[config.mk]
export PLATFORM = sky130hd
export DESIGN_NAME = multiset_bag_table_top
export DESIGN_NICKNAME = d
export VERILOG_FILES = /design/src/msbt_pkg.sv /design/src/msbt_ram.sv /design/src/msbt_ctrl.sv /design/src/msbt_dp.sv /design/src/multiset_bag_table_top.sv
export SDC_FILE = /design/constraint.sdc
export NUM_CORES = 1
export LEC_CHECK = 0
export BUFFER_PORTS_ARGS = -buffer_cell sky130_fd_sc_hd__buf_2
export CORE_MARGIN = 5
export CORE_UTILIZATION = 63
export DETAILED_ROUTE_END_ITERATION = 16
export PLACE_DENSITY_LB_ADDON = 0.2
export SLEW_MARGIN = 20
export SYNTH_ARGS = -nofsm -noshare
export SYNTH_HDL_FRONTEND = slang
export SYNTH_SLANG_ARGS = --single-unit
[constraint.sdc]
create_clock -name clk -period 6.32 [get_ports clk]
set_input_delay 0.316 -clock clk [delete_from_list [all_inputs] [get_ports clk]]
set_output_delay 0.316 -clock clk [all_outputs]
set_load 0.05 [all_outputs]
[src/msbt_pkg.sv]
`timescale 1ns / 1ps
// ----------------------------------------------------------------------------
// msbt_pkg
// Shared types and codes for the multiset bag table: action and status codes,
// controller states, and the command and status groups between the
// controller and the datapath.
// ----------------------------------------------------------------------------
package msbt_pkg;

	localparam int IN_BYTES_W  = 40;
	localparam int OUT_BYTES_W = 48;

	typedef logic [2:0] action_t;
	localparam action_t ACT_INSERT    = 3'd0;
	localparam action_t ACT_COUNT     = 3'd1;
	localparam action_t ACT_ERASE_ONE = 3'd2;
	localparam action_t ACT_ERASE_ALL = 3'd3;
	localparam action_t ACT_READ      = 3'd4;

	typedef logic [1:0] status_code_t;
	localparam status_code_t ST_OK       = 2'd0;
	localparam status_code_t ST_FULL     = 2'd1;
	localparam status_code_t ST_NO_MATCH = 2'd2;
	localparam status_code_t ST_RANGE    = 2'd3;

	typedef enum logic [2:0] {
		S_IDLE,
		S_DECODE,
		S_WALK,
		S_RDWAIT,
		S_FINISH
	} state_t;

	typedef struct packed {
		logic load;
		logic ins;
		logic issue;
		logic proc;
		logic rd_pos;
		logic grab;
		logic finish;
	} cmd_t;

	typedef struct packed {
		action_t act;
		logic    more;
		logic    dv;
		logic    pos_ok;
		logic    out_busy;
	} dp_status_t;

endpackage

[src/msbt_ram.sv]
`timescale 1ns / 1ps
// ----------------------------------------------------------------------------
// msbt_ram
// Generic single-write, single-read RAM with a registered read port.
// ----------------------------------------------------------------------------
module msbt_ram #(
	parameter int WIDTH = 32,
	parameter int DEPTH = 16
) (
	input  logic                     clk,
	input  logic                     we,
	input  logic [$clog2(DEPTH)-1:0] waddr,
	input  logic [WIDTH-1:0]         wdata,
	input  logic [$clog2(DEPTH)-1:0] raddr,
	output logic [WIDTH-1:0]         rdata
);

	logic [WIDTH-1:0] mem_q [DEPTH];

	always_ff @(posedge clk) begin
		if (we) begin
			mem_q[waddr] <= wdata;
		end
		rdata <= mem_q[raddr];
	end

endmodule

[src/msbt_ctrl.sv]
`timescale 1ns / 1ps
// ----------------------------------------------------------------------------
// msbt_ctrl
// Controller state machine: accepts a transaction, sequences the entry walk
// or single access, and releases the result to the output register.
// ----------------------------------------------------------------------------
module msbt_ctrl (
	input  logic                clk,
	input  logic                arst_n,
	input  logic                in_valid,
	output logic                in_ready,
	input  msbt_pkg::dp_status_t st,
	output msbt_pkg::cmd_t      cmd
);

	import msbt_pkg::*;

	state_t state_q, state_d;

	always_ff @(posedge clk or negedge arst_n) begin
		if (!arst_n) begin
			state_q <= S_IDLE;
		end else begin
			state_q <= state_d;
		end
	end

	always_comb begin
		state_d  = state_q;
		cmd      = '0;
		in_ready = 1'b0;
		case (state_q)
			S_IDLE: begin
				in_ready = 1'b1;
				if (in_valid) begin
					cmd.load = 1'b1;
					state_d  = S_DECODE;
				end
			end
			S_DECODE: begin
				case (st.act)
					ACT_INSERT: begin
						cmd.ins = 1'b1;
						state_d = S_FINISH;
					end
					ACT_COUNT, ACT_ERASE_ONE, ACT_ERASE_ALL: begin
						state_d = S_WALK;
					end
					ACT_READ: begin
						if (st.pos_ok) begin
							cmd.rd_pos = 1'b1;
							state_d    = S_RDWAIT;
						end else begin
							state_d = S_FINISH;
						end
					end
					default: begin
						state_d = S_FINISH;
					end
				endcase
			end
			S_WALK: begin
				cmd.issue = st.more;
				cmd.proc  = st.dv;
				if (!st.more && !st.dv) begin
					state_d = S_FINISH;
				end
			end
			S_RDWAIT: begin
				cmd.grab = 1'b1;
				state_d  = S_FINISH;
			end
			S_FINISH: begin
				if (!st.out_busy) begin
					cmd.finish = 1'b1;
					state_d    = S_IDLE;
				end
			end
			default: begin
				state_d = S_IDLE;
			end
		endcase
	end

endmodule

[src/msbt_dp.sv]
`timescale 1ns / 1ps
// ----------------------------------------------------------------------------
// msbt_dp
// Datapath: operand registers, walk counters, entry RAM, fill count and the
// result output register.
// ----------------------------------------------------------------------------
module msbt_dp #(
	parameter int CAPACITY    = 16,
	parameter int VALUE_WIDTH = 32
) (
	input  logic                                clk,
	input  logic                                arst_n,
	input  msbt_pkg::cmd_t                      cmd,
	output msbt_pkg::dp_status_t                st,
	input  logic [msbt_pkg::IN_BYTES_W-1:0]     in_data,
	input  logic                                out_ready,
	output logic                                out_valid,
	output logic [msbt_pkg::OUT_BYTES_W-1:0]    out_data
);

	import msbt_pkg::*;

	localparam int AW = (CAPACITY > 1) ? $clog2(CAPACITY) : 1;
	localparam int CW = $clog2(CAPACITY + 1);
	localparam int PW = (CW > 4) ? CW : 4;

	action_t          act_q;
	logic [VALUE_WIDTH-1:0] val_q;
	logic [3:0]       pos_q;
	logic [CW-1:0]    ri_q, wi_q, tally_q, cnt_q;
	logic             removed_q, dv_q;
	logic [VALUE_WIDTH-1:0] rd_q;
	logic             mv_q;
	logic [OUT_BYTES_W-1:0] md_q;

	logic             full, match, drop, we;
	logic [AW-1:0]    waddr, raddr;
	logic [VALUE_WIDTH-1:0] wdata, ram_rdata;
	status_code_t     res_status;
	logic [CW-1:0]    res_tally, cnt_d;

	assign full  = (cnt_q == CW'(CAPACITY));
	assign match = (ram_rdata == val_q);
	assign drop  = match && ((act_q != ACT_ERASE_ONE) || !removed_q);

	assign we    = (cmd.ins && !full) || (cmd.proc && !drop && (act_q != ACT_COUNT));
	assign waddr = cmd.ins ? cnt_q[AW-1:0] : wi_q[AW-1:0];
	assign wdata = cmd.ins ? val_q : ram_rdata;
	assign raddr = cmd.rd_pos ? AW'(pos_q) : ri_q[AW-1:0];

	msbt_ram #(
		.WIDTH(VALUE_WIDTH),
		.DEPTH(CAPACITY)
	) u_ram (
		.clk  (clk),
		.we   (we),
		.waddr(waddr),
		.wdata(wdata),
		.raddr(raddr),
		.rdata(ram_rdata)
	);

	always_comb begin
		st.act      = act_q;
		st.more     = (ri_q < cnt_q);
		st.dv       = dv_q;
		st.pos_ok   = (PW'(pos_q) < PW'(cnt_q));
		st.out_busy = mv_q && !out_ready;
	end

	always_comb begin
		res_status = ST_OK;
		res_tally  = '0;
		cnt_d      = cnt_q;
		case (act_q)
			ACT_INSERT: begin
				if (full) begin
					res_status = ST_FULL;
				end else begin
					cnt_d = cnt_q + CW'(1);
				end
			end
			ACT_COUNT: begin
				res_tally = tally_q;
			end
			ACT_ERASE_ONE: begin
				cnt_d = wi_q;
				if (!removed_q) begin
					res_status = ST_NO_MATCH;
				end
			end
			ACT_ERASE_ALL: begin
				cnt_d     = wi_q;
				res_tally = tally_q;
			end
			ACT_READ: begin
				if (!st.pos_ok) begin
					res_status = ST_RANGE;
				end
			end
			default: begin
				res_status = ST_OK;
			end
		endcase
	end

	always_ff @(posedge clk) begin
		if (cmd.load) begin
			act_q <= in_data[2:0];
			val_q <= VALUE_WIDTH'(in_data[34:3]);
			pos_q <= in_data[38:35];
			rd_q  <= '0;
		end else if (cmd.grab) begin
			rd_q <= ram_rdata;
		end
		if (cmd.finish) begin
			md_q <= {4'b0, 5'(cnt_d), 32'(rd_q), 5'(res_tally), res_status};
		end
	end

	always_ff @(posedge clk or negedge arst_n) begin
		if (!arst_n) begin
			ri_q      <= '0;
			wi_q      <= '0;
			tally_q   <= '0;
			removed_q <= 1'b0;
			dv_q      <= 1'b0;
			cnt_q     <= '0;
			mv_q      <= 1'b0;
		end else begin
			dv_q <= cmd.issue;
			if (cmd.load) begin
				ri_q      <= '0;
				wi_q      <= '0;
				tally_q   <= '0;
				removed_q <= 1'b0;
			end else begin
				if (cmd.issue) begin
					ri_q <= ri_q + CW'(1);
				end
				if (cmd.proc) begin
					if (drop) begin
						tally_q   <= tally_q + CW'(1);
						removed_q <= 1'b1;
					end else begin
						wi_q <= wi_q + CW'(1);
					end
				end
			end
			if (cmd.finish) begin
				cnt_q <= cnt_d;
				mv_q  <= 1'b1;
			end else if (out_ready) begin
				mv_q <= 1'b0;
			end
		end
	end

	assign out_valid = mv_q;
	assign out_data  = md_q;

endmodule

[src/multiset_bag_table_top.sv]
`timescale 1ns / 1ps
// ----------------------------------------------------------------------------
// multiset_bag_table_top
// Fixed-capacity, order-keeping multiset of signed values with insert, count,
// erase-one, erase-all and positional read.
// ----------------------------------------------------------------------------
// Usage:
// Each transaction on the s_axis channel carries one action; the block
// returns exactly one result transaction on the m_axis channel.
// Insert and the unused action codes go from decode straight to the finish
// step; read passes through a read-wait state when its position is in range.
// Count, erase-one and erase-all walk every held entry through the entry RAM
// read port, one entry per cycle, and then go to the finish step. Erase
// shifts survivors down through the RAM write port in the same walk.
// One action is processed at a time. The next transaction is accepted in the
// cycle after the result is registered. The result sits in an output
// register, so the next transaction is accepted while the previous result
// still waits; a stalled receiver holds only the finish step of the
// following action. Asynchronous reset empties the table (fill count zero)
// and drops any pending result; the RAM contents are not cleared.
// ----------------------------------------------------------------------------
module multiset_bag_table_top #(
	parameter int CAPACITY    = 16,
	parameter int VALUE_WIDTH = 32
) (
	input  logic        clk,
	input  logic        arst_n,
	input  logic        s_axis_tvalid,
	output logic        s_axis_tready,
	// [2:0] action, [34:3] value, [38:35] position, [39] zero
	input  logic [39:0] s_axis_tdata,
	output logic        m_axis_tvalid,
	input  logic        m_axis_tready,
	// [1:0] status, [6:2] tally, [38:7] read_value, [43:39] fill_count, [47:44] zero
	output logic [47:0] m_axis_tdata
);

	import msbt_pkg::*;

	cmd_t       cmd;
	dp_status_t st;

	msbt_ctrl u_ctrl (
		.clk     (clk),
		.arst_n  (arst_n),
		.in_valid(s_axis_tvalid),
		.in_ready(s_axis_tready),
		.st      (st),
		.cmd     (cmd)
	);

	msbt_dp #(
		.CAPACITY   (CAPACITY),
		.VALUE_WIDTH(VALUE_WIDTH)
	) u_dp (
		.clk      (clk),
		.arst_n   (arst_n),
		.cmd      (cmd),
		.st       (st),
		.in_data  (s_axis_tdata),
		.out_ready(m_axis_tready),
		.out_valid(m_axis_tvalid),
		.out_data (m_axis_tdata)
	);

endmodule

**After elaboration in Yosys (flattened, before gate mapping)**

Memories as Yosys holds them, arrays and structs flattened. A register that Yosys moved wholly into a read port is not among the register bits.
Cells that the tools add are included.

- RAM bits: 512
- Bits in registers: 141
- Bits of input ports: 44
- Memories kept: 1
- Logic and storage cells: 105

- Muxes and demuxes: 42
- Magnitude comparators: 2
- Reductions and logical operators: 26
- Equal/unequal tests: 16
- $add $sub $neg: 4

Memory list:

| memory | depth | width | rd ports | clocked after Yosys merged registers in | wr ports | line | RTL |
|---|---|---|---|---|---|---|---|
| u_dp.u_ram.mem_q | 16 | 32 | 1 | 1 | 1 | msbt_ram.sv:18 | `logic [WIDTH-1:0] mem_q [DEPTH];` |

Operators by type and width:

| cell | count |
|---|---|
| 2-to-1 mux 5 bit | 9 |
| equality test 32 bit | 1 |
| 2-to-1 mux 32 bit | 1 |
| adder 5 x 1 -> 5 bit, second input constant | 4 |
| 2-to-1 mux 1 bit | 19 |
| case mux 3 bit (5 select lines) | 1 |
| equality test 3 x 2 -> 1 bit, second input constant | 4 |
| 2-to-1 mux 3 bit | 4 |
| case mux 5 bit (2 select lines) | 1 |
| 2-to-1 mux 4 bit | 2 |
| nonzero test 2 bit | 4 |
| equality test 3 x 1 -> 1 bit, second input constant | 2 |
| equality test 3 bit, second input constant | 2 |
| logical AND 1 bit | 6 |
| zero test 1 bit | 6 |
| zero test 3 bit | 2 |
| 2-to-1 mux 2 bit | 3 |
| inequality test 2 bit, second input constant | 3 |
| case mux 2 bit (3 select lines) | 1 |
| case mux 3 bit (2 select lines) | 1 |
| equality test 5 bit, second input constant | 1 |
| < comparator 4 x 5 -> 1 bit | 1 |
| < comparator 5 bit | 1 |
| AND reduction 2 bit | 2 |
| other kinds (7) | 9 |

**Logic depth before layout (Yosys ltp)**

Gate-level depths: netlist of the first run.

- Depth in word-level cells: 9
- Gate-level depth with buffers: 12
- Depth with buffers taken out: 9

**By module**

Synthesis of the first run repeated with hierarchy kept, for this count alone.

- Cells, all modules: 1314
- Area total of the unflattened synthesis: 26077.5 µm²

By module, submodules not included:

| module | cells each | times used | area an instance (µm²) |
|---|---|---|---|
| msbt_ram | 838 | 1 | 19835.3 |
| msbt_dp | 444 | 1 | 5975.7 |
| msbt_ctrl | 32 | 1 | 266.5 |

**Worst setup path before layout of the first run**

OpenSTA, ideal clock, no wires.

- Kind: flip-flop to flip-flop
- From: register u_ctrl.state_q[1]
- To: register u_dp.act_q[0] (enable)
- Required time: 5.901 ns
- Setup slack: 2.324 ns
- Arrival time: 3.578 ns
- Cell stages (with the launch flop): 6
- Clock period less this slack: 3.996 ns
- Buffers on the path: 2
- Path through: dfrtp_1 -> buf_2 -> nor3_1 -> nand2_1 -> clkinv_1 -> clkbuf_1

RTL lines:

| element | line | RTL |
|---|---|---|
| start, declared | msbt_ctrl.sv:18 | `state_t state_q, state_d;` |
| start signal, assigned | msbt_ctrl.sv:24 | `state_q <= state_d;` |
| end signal, assigned | msbt_dp.sv:109 | `act_q <= in_data[2:0];` |
| end, declared | msbt_dp.sv:27 | `action_t act_q;` |

**Worst setup path in the final report of the first run**

- From: register u_dp.pos_q[3]
- To: register u_dp.u_ram.rdata[30] (read register of u_dp.u_ram.mem_q)

- Word-level cells in the longest chain between the ends: 5

RTL lines:

| element | line | RTL |
|---|---|---|
| start, declared | msbt_dp.sv:29 | `logic [3:0] pos_q;` |
| start signal, assigned | msbt_dp.sv:111 | `pos_q <= in_data[38:35];` |
| < comparator 4 x 5 -> 1 bit | msbt_dp.sv:67 | `st.pos_ok = (PW'(pos_q) < PW'(cnt_q));` |
| 2-to-1 mux 1 bit | msbt_ctrl.sv:50 | `if (st.pos_ok) begin` |
| 2-to-1 mux 1 bit | msbt_ctrl.sv:41 | `case (st.act)` |
| 2-to-1 mux 1 bit | msbt_ctrl.sv:32 | `case (state_q)` |
| 2-to-1 mux 4 bit * | msbt_dp.sv:49 | `assign raddr = cmd.rd_pos ? AW'(pos_q) : ri_q[AW-1:0];` |
| end, declared | msbt_ram.sv:15 | `output logic [WIDTH-1:0] rdata` |

Mark *: on every way between the ends. The rest lies on a longest branch, timed or not.
A chain may end at the register's enable or synchronous reset.

==> flow_metrics.tcl, run 1 <==
set metrics [dict create \
    status "completed" \
    met3_usage 0.0587 \
    timing.critical_path.to "u_dp.u_ram.rdata[30]$_DFF_P_" \
    rsz0062_at_grt "no" \
    ir_worst_vdd_mv 0.228 \
    grt_pass1_wl_mm 99.9 \
    seq_area_frac_synth 0.732 \
    final_common_cell "edfxtp_1" \
    skew_ns 0.0155 \
    fin_setup_tns_ns 0 \
    synth.distinct_cells 60 \
    p_leak_nw 11.2 \
    num_vias 16417 \
    power_switching_mw 3.97 \
    fin_crit_ns 4.41 \
    antenna_cells 0 \
    max_slew.worst_pin.slew_ns 1.07 \
    power.density_nw_per_um2 427 \
    p_seq_frac 0.467 \
    antenna_found_initial 0 \
    synth_flop_cell "edfxtp_1" \
    io_buffers 88 \
    postRouteAntennaNets 0 \
    critical_path_arrival_ns 4.88 \
    p_total_mw 13.2 \
    viasPerCell 6.56 \
    slew_viol_final 0 \
    grt.met2_usage 0.459 \
    min-delay-start "m_axis_tready" \
    finalNetCount 1958 \
    clkPwrFrac 0.309 \
    wirelength_mm 67.1 \
    rows 76 \
    ctsResizeCount 0 \
    top_usage_layer "met2" \
    cp-startpoint "u_dp.pos_q[3]$_DFFE_PP_" \
    coreArea_um2 42800 \
    syn_inst 1777 \
    cts_tree "done" \
    reg2reg_to "u_dp.u_ram.rdata[30]$_DFF_P_" \
    overflow 0 \
    syn2layout_area_growth_pct 14.1 \
    synth_edf_count 595 \
    hold_viol_final 0 \
    cp_max_fo 17 \
    die_w_um 217 \
    internal_power_mw 9.19 \
    grt_pass1_vias 16326 \
    critPathCaptureType "flop" \
    grt_max_degree 97 \
    critPathKind "flop to flop" \
    die-area_um2 47200 \
    switching_share 0.302 \
    clk_latency_ns 0.60 \
    routabilityCongestion 0.850 \
    p_comb_frac 0.224 \
    cap_violations 0 \
    clockRootBuffer "clkbuf_16" \
    die_h_um 217 \
    drive_gt1_frac 0.154 \
    hpwl_mm 34.8 \
    drc_errors 0 \
    yosysWarnings 0 \
    fin_ws_ns 1.91 \
    slew_headroom 0.288 \
    drt_first_pass_iters 5 \
    clock_path_buffers 3 \
    clock_sinks 685 \
    drt_iter0_markers 2016 \
    num-fill-cells 2665 \
    cts.clk_slew.worst_paths_ns 0.06 \
    use_met1 0.381 \
    place_ws_ns 2.04 \
    htree_levels 3 \
    wl_per_cell_um 26.8 \
    start_kind "flop" \
    groute.usage.overall 0.283 \
    worstPathRequired_ns 6.79 \
    netlist_area_um2 27100 \
    finalNonFillerCells 2504 \
    finalSetupViolations 0 \
    worstRegToRegCells 9 \
    min_path_type "input port to flop" \
    start_util 0.632 \
    fmax_mhz 227 \
    regToRegSetupSlack_ns 1.91 \
    r2r_start "u_dp.pos_q[3]$_DFFE_PP_" \
    cts_made_buffers 68 \
    synth_seq_cells 685 \
    dp.cells 2338 \
    syn_area_per_cell_um2 15.2 \
    layout_common_cells "595 x edfxtp_1, 165 x mux2i_1, 109 x o21ai_0" \
    fin_crit_sh 0.697 \
    ioPinCount 94 \
    async_reset_ff_frac 0.0380 \
]
## logic make-up (layout without fill, tap and decap cells)
kind of cell,Yosys count,after routing,share of synthesized area
buffers and inverters,127,305,0.0225
AOI/OAI and AO/OA,369,369,0.0887
muxes,202,202,0.0763
adders and majority gates,12,12,0.00555
other,1,4,0.000139
xor gates and xnor gates,38,38,0.0123
DFF,685,685,0.732
and+or+nand+nor,343,343,0.0628
## per-stage QoR
step                 util  hold slack, ns  area (µm²)
floorplan               -          0.0204       27100
global placement    0.659           0.351       28200
detailed placement  0.659           0.357       28200
CTS                 0.721          0.0252       30900
global route        0.721          0.0695       30900
finish              0.721          0.0442       30900
## per-layer routing
layer / vias to the layer above / wire, µm / part of all wire
met4: 0 / 2600 / 0.039
met1: 8264 / 26100 / 0.39
li1: 7108 / - / -
met5: - / 0 / 0
met2: 872 / 32200 / 0.48
met3: 173 / 6120 / 0.091
## state kept, by name, indices dropped and copies added, names as in the netlist
register and cells:
u_dp.out_valid 1, u_ctrl.state_q 3, u_dp.cnt_q 5, u_dp.u_ram.rdata 32, u_dp.rd_q 32, u_dp.dv_q 1, u_dp.tally_q 5, u_dp.pos_q 4
u_dp.val_q 32, u_dp.removed_q 1, u_dp.u_ram.mem_q 512, u_dp.wi_q 5, u_dp.ri_q 5, u_dp.out_data 44, u_dp.act_q 3
## synth_stat cells, drive strengths merged, types with 2 or more instances
| master | number | area [µm²] |
|---|---|---|
| edfxtp | 595 | 17900 |
| mux2i | 169 | 1690 |
| o21ai | 109 | 546 |
| nand3 | 108 | 541 |
| a21o | 100 | 751 |
| nand2 | 90 | 340 |
| o22ai | 66 | 413 |
| dfxtp | 64 | 1280 |
| clkbuf | 60 | 225 |
| buf | 54 | 335 |
| nor2 | 45 | 169 |
| a21oi | 40 | 211 |
| or3 | 34 | 213 |
| mux2 | 33 | 372 |
| xnor2 | 33 | 289 |
| o2111ai | 32 | 280 |
| dfrtp | 26 | 651 |
| nor3 | 17 | 85.1 |
| ha | 12 | 150 |
| inv | 12 | 45.0 |
| nand4 | 12 | 75.1 |
| and2 | 8 | 50.1 |
| nand2b | 7 | 43.8 |
| a31oi | 5 | 31.3 |
| xor2 | 5 | 43.8 |
| and3 | 4 | 25.0 |
| nor3b | 4 | 46.3 |
| a211oi | 3 | 27.5 |
| a41oi | 3 | 26.3 |
| and3b | 3 | 26.3 |
| nor2b | 2 | 12.5 |
| nor4 | 2 | 12.5 |
| o311ai | 2 | 35.0 |
## repair_timing
| item | CTS | global route |
|---|---|---|
| setup buffers | 0 | 0 |
| hold endpoints to repair | 65 | 0 |
| hold buffers | 40 | 0 |
| endpoints found under the setup margin | 0 | 0 |
## worst min path at each step
stage / end / slack, ns / cells past startpoint
final: u_dp.out_valid$_DFFE_PN0P_ / 0.04 / 3
after global routing: u_dp.out_valid$_DFFE_PN0P_ / 0.07 / 3
after CTS: u_dp.out_valid$_DFFE_PN0P_ / 0.03 / 3
after detailed placement: u_dp.wi_q[4]$_DFFE_PN0P_ / 0.36 / 1
after global placement: u_dp.cnt_q[4]$_DFFE_PN0P_ / 0.35 / 1
after floorplan: u_ctrl.state_q[0]$_DFFE_PN0P_ / 0.02 / 0
## critical path, cell delays in order, from the launching register on
cell,delay [ns]
edfxtp_1,0.62
ha_1,0.31
a211oi_1,0.44
o311ai_4,0.22
a21oi_4,0.60
mux2i_4,0.89
buf_4,0.48
a21o_1,0.14
o2111ai_1,0.14
or3_1,0.40
## final cells by class
class                   count  area [µm²]  share of cell area
flip-flops and latches    685       19800               0.641
multi-input cells         968        6920               0.224
clock buffers              99        1980              0.0642
repair buffers            166        1140              0.0370
well taps                 546         683              0.0221
clock inverters            27         285             0.00924
inverters                  13        51.3             0.00166
## power by group through the flow
stage | Sequential (mW) | Combinational, mW | Clock [mW]
after floorplan | 6.31 | 1.91 | 0
after global placement | 6.21 | 2.80 | 0
after detailed placement | 6.23 | 2.88 | 0
after CTS | 6.14 | 2.92 | 4.10
after global routing | 6.18 | 3.16 | 4.31
final | 6.15 | 2.95 | 4.06
No activity file was read; power rests on OpenSTA's default activity.
==> run 2: changes to the inputs <==
CORE_UTILIZATION = 56   (was 63)
clock period = 3.85 ns   (was 6.32 ns; I/O delays follow)
==> run 2 against run 1 <==
Effect of this change:
- power up 69%
- setup slack worse by 1.6 ns
- via count down 0.71%
- critical endpoint is now u_dp.u_ram.rdata[13]$_DFF_P_
- combinational power up 72%
- worst hold slack better by 0.097 ns
- global-route usage down 2.6 points
- wire length up 2.1%
==> flow_metrics.tcl, run 2 (synthesis gave the netlist of run 1 again) <==
set metrics [dict create \
    status "completed" \
    hold_ws_ns 0.141 \
    p_seq_frac 0.455 \
    clock_path_buffers 3 \
    drt_first_pass_iters 7 \
    routabilityCongestion 0.848 \
    finalSetupViolations 0 \
    groute.usage.overall 0.257 \
    min_path_type "input port to async pin" \
    power_switching_mw 6.76 \
    crit_chain "inv_1 -> ha_1 -> a211oi_1 -> o311ai_4 -> or3_4 -> nand2_8 -> buf_12 -> mux2i_1 -> o2111ai_1 -> or3_1" \
    layout_common_cells "595 x edfxtp_1, 165 x mux2i_1, 109 x o21ai_0" \
    die-area_um2 52800 \
    clkPwrFrac 0.316 \
    grt_max_degree 97 \
    die_h_um 230 \
    critical_path_arrival_ns 4.03 \
    hold_buffers 42 \
    cp_slowest_cell "dfrtp_1" \
    path_delay_family "simple AND/OR/NAND/NOR gates" \
    syn2layout_area_growth_pct 17.0 \
    wirelength_mm 68.5 \
    overflow 0 \
    drc_errors 0 \
    io_buffers 88 \
    finalNetCount 1990 \
    ir_worst_vdd_mv 0.421 \
    htree_levels 3 \
    hpwl_mm 37.3 \
    worstPathRequired_ns 4.34 \
    clk_latency_ns 0.62 \
    ctsResizeCount 0 \
    drt_iter0_markers 1828 \
    die_w_um 230 \
    rsz0062_at_grt "no" \
    largest_register "u_dp.u_ram.mem_q" \
    wl_per_cell_um 26.3 \
    critPathKind "flop to flop" \
    start_util 0.567 \
    clockRootBuffer "clkbuf_16" \
    num_vias 16301 \
    crit_buf_inv 2 \
    critPathMaxStageDelay_ns 0.47 \
    antenna_found_initial 0 \
    rows 80 \
    grt_pass1_wl_mm 102 \
    switching_share 0.305 \
    viasPerCell 6.25 \
    cp_max_fo 30 \
    clock_sinks 685 \
    max_slew.worst_pin.slew_ns 1.17 \
    skew_ns 0.0292 \
    cts_tree "done" \
    antenna_cells 0 \
    fin_crit_sh 0.920 \
    cts_post_setup_buffers_inserted 0 \
    p_comb_frac 0.229 \
    final_common_cell "edfxtp_1" \
    p_leak_nw 11.5 \
    fin_crit_ns 3.54 \
    ioPinCount 94 \
    cts_made_buffers 71 \
    internal_power_mw 15.4 \
    cap_violations 0 \
    grt_pass1_vias 15989 \
    drive_gt1_frac 0.169 \
    fmax_mhz 282 \
    critPathCaptureType "flop" \
    cts.clk_slew.worst_paths_ns 0.06 \
    fin_setup_tns_ns 0 \
    largest_reg_flops 512 \
    power.density_nw_per_um2 701 \
    start_kind "flop" \
    hold_viol_final 0 \
    slew_headroom 0.218 \
    slew_viol_final 0 \
    coreArea_um2 47700 \
    postRouteAntennaNets 0 \
]
==> run 2: worst paths after layout <==
path | from | end | slack, ns | depth (start not counted)
max | u_dp.cnt_q[1]$_DFFE_PN0P_ | u_dp.u_ram.rdata[13]$_DFF_P_ | 0.31 | 10
min | arst_n | u_ctrl.state_q[0]$_DFFE_PN0P_ | 0.14 | 2
max reg2reg | u_dp.cnt_q[1]$_DFFE_PN0P_ | u_dp.u_ram.rdata[13]$_DFF_P_ | 0.31 | 10
min reg2reg | u_dp.rd_q[21]$_SDFFE_PP0P_ | u_dp.out_data[28]$_DFFE_PP_ | 0.43 | 0
max in group asynchronous | arst_n | u_dp.wi_q[0]$_DFFE_PN0P_ | 3.28 | 2
min in group clk | s_axis_tdata[22] | u_dp.val_q[19]$_DFFE_PP_ | 0.28 | 2
==> run 2: final cells by class <==
class	count	area [µm²]
tap	615	769
clock buffer	86	1920
inverter	13	50.0
sequential	685	19800
timing repair buffer	195	1700
fill	3218	16100
clock inverter	46	487
multi-input combinational	968	6920
==> run 2: power groups by stage <==
stage          registers (mW)  logic (mW)  clock network (mW)
2_1_floorplan            10.4        3.13                   0
3_3_place_gp             10.2        4.85                   0
3_5_place_dp             10.2        4.99                   0
4_1_cts                  10.1        5.04                7.11
5_1_grt                  10.2        5.43                7.46
6_report                 10.1        5.08                7.02
==> run 2: worst register-to-register path: stages (launching register included) <==
cell and delay, ns:
dfrtp_1 0.47, inv_1 0.17, ha_1 0.23, a211oi_1 0.45, o311ai_4 0.22, or3_4 0.47
nand2_8 0.28, buf_12 0.32, mux2i_1 0.26, o2111ai_1 0.15, or3_1 0.41
==> run 2: per-layer routing <==
| layer | vias to the layer above | share of wire | GRT usage |
|---|---|---|---|
| met5 | - | 0 | 0 |
| met4 | 0 | 0.028 | 0.0859 |
| met3 | 134 | 0.089 | 0.0507 |
| met2 | 813 | 0.48 | 0.415 |
| met1 | 8167 | 0.40 | 0.357 |
| li1 | 7187 | - | - |
==> run 2: per-stage QoR <==
stage	setup slack [ns]	instance area (µm²)	util	power, mW	cells
global route	0.160	31700	0.663	23.0	2608
CTS	0.334	31700	0.663	22.2	2608
floorplan	0.0968	27100	-	13.5	1780
finish	0.309	31700	0.663	22.2	2608
global placement	0.370	28700	0.600	15.1	2427
detailed placement	0.332	28800	0.604	15.2	2434
